==> src/rtl/core/agc_pkg.sv <==
// Package for the anagram group classifier.
// Holds the sizing constants, beat payload types, status codes and the
// controller/datapath handshake structs. No dependencies.
`timescale 1ns / 1ps
`default_nettype none

package agc_pkg;

    localparam int ALPHABET_SIZE    = 26;
    localparam int MAX_LETTER_COUNT = 63;
    localparam int MAX_GROUPS       = 64;

    // Field widths fixed by the interface.
    localparam int CODE_W   = 5;
    localparam int GROUP_W  = 6;
    localparam int STATUS_W = 2;

    // Derived storage widths.
    localparam int CNT_W  = $clog2(MAX_LETTER_COUNT + 1);
    localparam int SIG_W  = ALPHABET_SIZE * CNT_W;
    localparam int GRP_AW = (MAX_GROUPS > 1) ? $clog2(MAX_GROUPS) : 1;
    localparam int USED_W = $clog2(MAX_GROUPS + 1);

    localparam logic [STATUS_W-1:0] ST_OK   = 2'd0;
    localparam logic [STATUS_W-1:0] ST_FULL = 2'd1;
    localparam logic [STATUS_W-1:0] ST_SAT  = 2'd2;

    typedef struct packed {
        logic [CODE_W-1:0] letter_code;
        logic              has_letter;
        logic              word_end;
    } t_in_item;

    typedef struct packed {
        logic [GROUP_W-1:0]  group_index;
        logic                new_group;
        logic [STATUS_W-1:0] status;
    } t_out_item;

    // Commands from the controller to the datapath.
    typedef struct packed {
        logic count;   // an input beat is taken: count its letter
        logic start;   // word end taken: reset the search
        logic read;    // issue a signature read at the search address
        logic cmp;     // read data is valid: compare it
        logic inc;     // advance the search address
        logic commit;  // finish the word: store, report, clear counts
    } t_cmd;

    // Status from the datapath to the controller.
    typedef struct packed {
        logic empty;     // no group stored yet
        logic match;     // read signature equals current counts
        logic last;      // search address is the last stored group
        logic out_free;  // output register can take a result this cycle
    } t_sts;

endpackage

`default_nettype wire

==> src/rtl/core/agc_ctrl.sv <==
// Controller for the anagram group classifier: sequences the letter
// counting, the group search over the signature store and the final commit.
// Depends on agc_pkg.
`timescale 1ns / 1ps
`default_nettype none

module agc_ctrl (
    input  wire logic          i_clk,
    input  wire logic          i_rst_n,
    input  wire logic          i_in_valid,
    input  wire logic          i_word_end,
    input  wire agc_pkg::t_sts i_sts,
    output logic               o_in_ready,
    output agc_pkg::t_cmd      o_cmd
);

    typedef enum logic [3:0] {
        S_IDLE = 4'b0001,
        S_READ = 4'b0010,
        S_COMP = 4'b0100,
        S_DONE = 4'b1000
    } t_state;

    t_state r_state;
    t_state n_state;
    logic   accept;

    assign o_in_ready = (r_state == S_IDLE);
    assign accept     = i_in_valid && o_in_ready;

    always_comb begin
        n_state      = r_state;
        o_cmd        = '0;
        o_cmd.count  = accept;
        case (r_state)
            S_IDLE: begin
                if (accept && i_word_end) begin
                    o_cmd.start = 1'b1;
                    n_state     = i_sts.empty ? S_DONE : S_READ;
                end
            end
            S_READ: begin
                o_cmd.read = 1'b1;
                n_state    = S_COMP;
            end
            S_COMP: begin
                o_cmd.cmp = 1'b1;
                if (i_sts.match || i_sts.last) begin
                    n_state = S_DONE;
                end else begin
                    o_cmd.inc = 1'b1;
                    n_state   = S_READ;
                end
            end
            S_DONE: begin
                // Hold here until the output register can take the result.
                if (i_sts.out_free) begin
                    o_cmd.commit = 1'b1;
                    n_state      = S_IDLE;
                end
            end
            default: begin
                n_state = S_IDLE;
            end
        endcase
    end

    always_ff @(posedge i_clk) begin
        if (!i_rst_n) begin
            r_state <= S_IDLE;
        end else begin
            r_state <= n_state;
        end
    end

endmodule

`default_nettype wire

==> config.mk <==
export PLATFORM = sky130hd
export DESIGN_NAME = agc_ctrl
export DESIGN_NICKNAME = d
export VERILOG_FILES = /design/src/rtl/core/agc_pkg.sv /design/src/rtl/core/agc_ctrl.sv
export SDC_FILE = /design/constraint.sdc
export NUM_CORES = 1
export LEC_CHECK = 0
export ABC_CLOCK_PERIOD_IN_PS = 1300
export BUFFER_PORTS_ARGS = -buffer_cell sky130_fd_sc_hd__buf_2
export CAP_MARGIN = 20
export CORE_AREA = 2 2 39 41
export CTS_BUF_LIST = sky130_fd_sc_hd__clkbuf_16
export CTS_CLUSTER_DIAMETER = 30
export DETAILED_ROUTE_END_ITERATION = 10
export DIE_AREA = 0 0 41 43
export MAX_ROUTING_LAYER = met4
export PLACE_DENSITY = 0.44
export SKIP_LAST_GASP = 1
export SLEW_MARGIN = 0
export SYNTH_ARGS = -nofsm -noshare
export SYNTH_HDL_FRONTEND = slang
export SYNTH_SLANG_ARGS = --single-unit
==> constraint.sdc <==
create_clock -name i_clk -period 1.3 [get_ports i_clk]
set_clock_uncertainty 0.1 [all_clocks]
set_input_delay 0.065 -clock i_clk [delete_from_list [all_inputs] [get_ports i_clk]]
set_output_delay 0.065 -clock i_clk [all_outputs]
set_load 0.1 [all_outputs]
### Yosys cells after proc, flatten, opt, wreduce, memory -nomap -nowiden

Cells that the tools add are included.

| storage, ports and cells | value |
|---|---|
| bits in registers | 4 |
| bits of input ports | 8 |
| output and inout bits | 7 |

| cells by class | value |
|---|---|
| equality and inequality tests | 6 |
| multiplexer cells | 12 |
| reductions and logical operators | 4 |

Operators with widths:

| cell | count |
|---|---|
| 2-to-1 mux 4 bit | 4 |
| case mux 4 bit (4 select lines) | 1 |
| 2-to-1 mux 1 bit | 6 |
| equality test 4 x 1 -> 1 bit (second input constant) | 1 |
| equality test 4 x 2 -> 1 bit (second input constant) | 1 |
| equality test 4 x 3 -> 1 bit (second input constant) | 1 |
| equality test 4 bit (second input constant) | 1 |
| logical AND 1 bit | 2 |
| 2-to-1 mux 2 bit | 1 |
| inequality test 2 x 1 -> 1 bit (second input constant) | 1 |
| inequality test 2 bit (second input constant) | 1 |
| AND reduction 2 bit | 1 |
| logical OR 1 bit | 1 |

### Longest topological paths before layout

| logic depth | value |
|---|---|
| depth in word-level cells | 5 |
| mapped depth | 4 |

### Worst setup path after synthesis

Ideal clock, no wire load.

| timing path | value |
|---|---|
| path kind | register to register |
| from | register r_state[0] |
| to | register r_state[1] |
| library setup time | 0.063 ns |
| data arrival time | 3.914 ns |
| data required time | 1.137 ns |
| path slack | -2.777 ns |
| cell stages (with the launch flop) | 4 |
| path buffers | 0 |
| period minus slack after synthesis | 4.077 ns |
| cells stage by stage | dfxtp_1 -> nor4b_2 -> nor3b_2 -> o21ba_1 |

| on the way | value |
|---|---|
| word-level cells in the longest chain between the ends | 5 |
| elaborated cells on any way between the ends | 10 |

Ends and longest elaborated chain:

| element | line | text |
|---|---|---|
| from (decl) | agc_ctrl.sv:24 | `t_state r_state;` |
| from (signal assigned) | agc_ctrl.sv:72 | `r_state <= n_state;` |
| equality test 4 x 1 -> 1 bit | agc_ctrl.sv:28, agc_ctrl.sv:35 |  |
| logical AND 1 bit | agc_ctrl.sv:29 | `assign accept = i_in_valid && o_in_ready;` |
| logical AND 1 bit | agc_ctrl.sv:37 | `if (accept && i_word_end) begin` |
| inequality test 2 x 1 -> 1 bit (no source line) | - |  |
| AND reduction 2 bit (no source line) | - |  |

Several ways; a longest one is shown, not always the timed one.
A chain may end at the register's enable or synchronous reset.

==> impl_metrics.env <==
export IMPL_run_status="complete, but fails checks"
export IMPL_violations="setup timing"
export IMPL_hpwl_microns=659
export IMPL_antenna_cells=0
export IMPL_clockRootBuffer="clkbuf_16"
export IMPL_synthesis_nets=33
export IMPL_fin_area_sq_um=724
export IMPL_drtIter0Drc=1
export IMPL_synth_edf_count=0
export IMPL_num_vias=318
export IMPL_r2r_cells=4
export IMPL_vias_per_cell=4.24
export IMPL_yosys_top_cells_area="dfxtp_1 32%, nor4b_2 12%, and2_1 10%"
export IMPL_nFillCells=114
export IMPL_area_delta_synth_final_pct=191
export IMPL_cp_slowest_cell="or4b_4"
export IMPL_r2r_end="r_state[1]"
export IMPL_start_kind="register"
export IMPL_synth_top_area_cell="dfxtp_1"
export IMPL_clock_sinks=4
export IMPL_ant_nets=0
export IMPL_max_freq_mhz=599
export IMPL_grt_usage=0.117
export IMPL_cts_buffers=3
export IMPL_initial_core_util=0.180
export IMPL_synth_seq_cells=4
export IMPL_syn_avg_cell_area_sq_um=9.96
export IMPL_overflow=0
export IMPL_r2r_slack_ps=-330
export IMPL_hold_end="r_state[2]"
export IMPL_yosysWarningCount=0
export IMPL_crit_fanout=4
export IMPL_r2r_start="r_state[1]"
export IMPL_grt_pass1_vias=338
export IMPL_required_ps=1130
export IMPL_slew_headroom=0.849
export IMPL_wl_microns=885
export IMPL_grt_pass1_wl_microns=1430
export IMPL_fin_crit_ps=1670
export IMPL_max_stage_delay_ps=590
export IMPL_rsz0062_at_grt="true"
export IMPL_wl_per_cell_microns=11.8
export IMPL_rows=14
export IMPL_final_hold_viol_count=0
export IMPL_dieArea_sq_um=1760
export IMPL_hp_class="in -> reg"
export IMPL_synthTopCellsByCount="4 x and2_1, 4 x dfxtp_1, 2 x nor4b_2"
export IMPL_yosys_most_used_dff="dfxtp_1"
export IMPL_drv_slew=0
export IMPL_peakVddDrop_mv=1.51
export IMPL_yosysUniqueCellTypes=18
export IMPL_fp_dieW_microns=41
export IMPL_fp_coreArea_sq_um=1380
export IMPL_clk_latency_ps=220
export IMPL_cts_tree="yes"
export IMPL_drive_above_1_share=0.831
export IMPL_regMostFlops="r_state"
export IMPL_drc=0
export IMPL_ys_seq_area_frac=0.322
export IMPL_crit_arrival_ps=1500
export IMPL_dr_pass1_iters=2
export IMPL_grt_max_degree=5
export IMPL_hold_worst_slack_ps=8.88
export IMPL_largest_register_ffs=4
export IMPL_setup_ws_ps=-369
export IMPL_grt_antenna_before_repair=0
export IMPL_chipHeight_microns=43
export IMPL_crit_type="reg -> out"
export IMPL_fin_nets=69
export IMPL_clkTransAtPathRegs_ps=30
export IMPL_gp_congestion=0.778
export IMPL_syn_cell_area_sq_um=249
export IMPL_cp_cell_sequence="or4b_4 -> clkinv_8 -> and2_4 -> buf_12"
export IMPL_tightest_slew_ps=226
export IMPL_crit_start="r_state[1]"
export IMPL_fin_crit_sh=1.28
export IMPL_clockBufferDepth=2
export IMPL_largestRegisters="r_state: 4 flops"
export IMPL_setup_viol_count_final=11
export IMPL_holdPathStages=2
export IMPL_async_reset_ff_frac=0
export IMPL_min_from="i_rst_n"
export IMPL_power_density_nw_per_um2=1610
export IMPL_worst_setup_path_end_kind="output port"
export IMPL_synth_top_area_share=0.322
export IMPL_placed_cell_area_sq_um=527
export IMPL_netlist_instances=25
export IMPL_cap_violations=0
export IMPL_io_buffers=14
export IMPL_pin_count=15
export IMPL_htreeDepth=1
export IMPL_leakagePower_nw=0.341
export IMPL_setup_tns_ps=-2970
timing repair:
action	in CTS	in global routing
resized for setup	6	2
hold buffers	0	0
buffers inserted	6	5
pin swaps	5	4
endpoints found under the setup margin	11	11
critical path: cells and delay by family, from the launching register on:
family | cells | cell delay, ps
buffers and inverters | 2 | 230
and+or+nand+nor | 2 | 730
DFF | 1 | 310
metrics by stage:
step           power [W]  utilization  setup WS, ps  instances
2_1_floorplan   0.000479            -         -1550         25
3_3_place_gp    0.000618        0.381          -147         61
3_5_place_dp    0.000629        0.381          -197         61
4_1_cts          0.00116        0.491          -366         70
5_1_grt          0.00121        0.524          -395         75
6_report         0.00117        0.524          -369         75
how the worst max path moves through the flow:
stage / to / slack (ps) / cells after the start
global placement: r_state[1] / -150 / 3
finish: o_cmd[4] / -370 / 4
floorplan: r_state[1] / -1550 / 3
global route: o_cmd[4] / -390 / 4
detailed placement: r_state[1] / -200 / 3
CTS: o_cmd[4] / -370 / 4
where the power goes:
group | total [W] | internal [W] | switching, W
Clock | 0.000470 | 0.000392 | 0.0000780
Sequential | 0.000151 | 0.000141 | 0.0000102
Combinational | 0.000544 | 0.000237 | 0.000307
cell type report:
cell class / instances / area [sq um] / area share
clock buffer: 3 / 75.1 / 0.104
inverter: 1 / 16.3 / 0.0225
multi-input combinational: 19 / 203 / 0.280
sequential: 4 / 85.1 / 0.117
tap: 16 / 20.0 / 0.0276
timing repair buffer: 32 / 325 / 0.449
routing by layer:
layer | wire length (microns) | up-vias | track usage
met5 | 0 | - | -
met3 | 35 | 0 | 0.0209
met2 | 526 | 8 | 0.191
met4 | 0 | 0 | 0.0400
met1 | 323 | 151 | 0.138
li1 | - | 159 | -
cell families after synthesis:
kind of cell           Yosys count  synth area share
buffers and inverters            2            0.0502
flip-flops                       4             0.322
AND/OR/NAND/NOR                 13             0.437
AO/OA/AOI/OAI                    6             0.191
placed cells by master, fill, tap and decap left out, types with 3 or more instances in the layout:
cell type / netlist / routed
clkbuf_16: 0 / 3
buf_4: 1 / 14
buf_2: 0 / 7
buf_12: 0 / 7
dfxtp_2: 0 / 4
and2_4: 0 / 3
buf_6: 0 / 4
nor4b_4: 0 / 3
(Power assumes the default switching activity.)
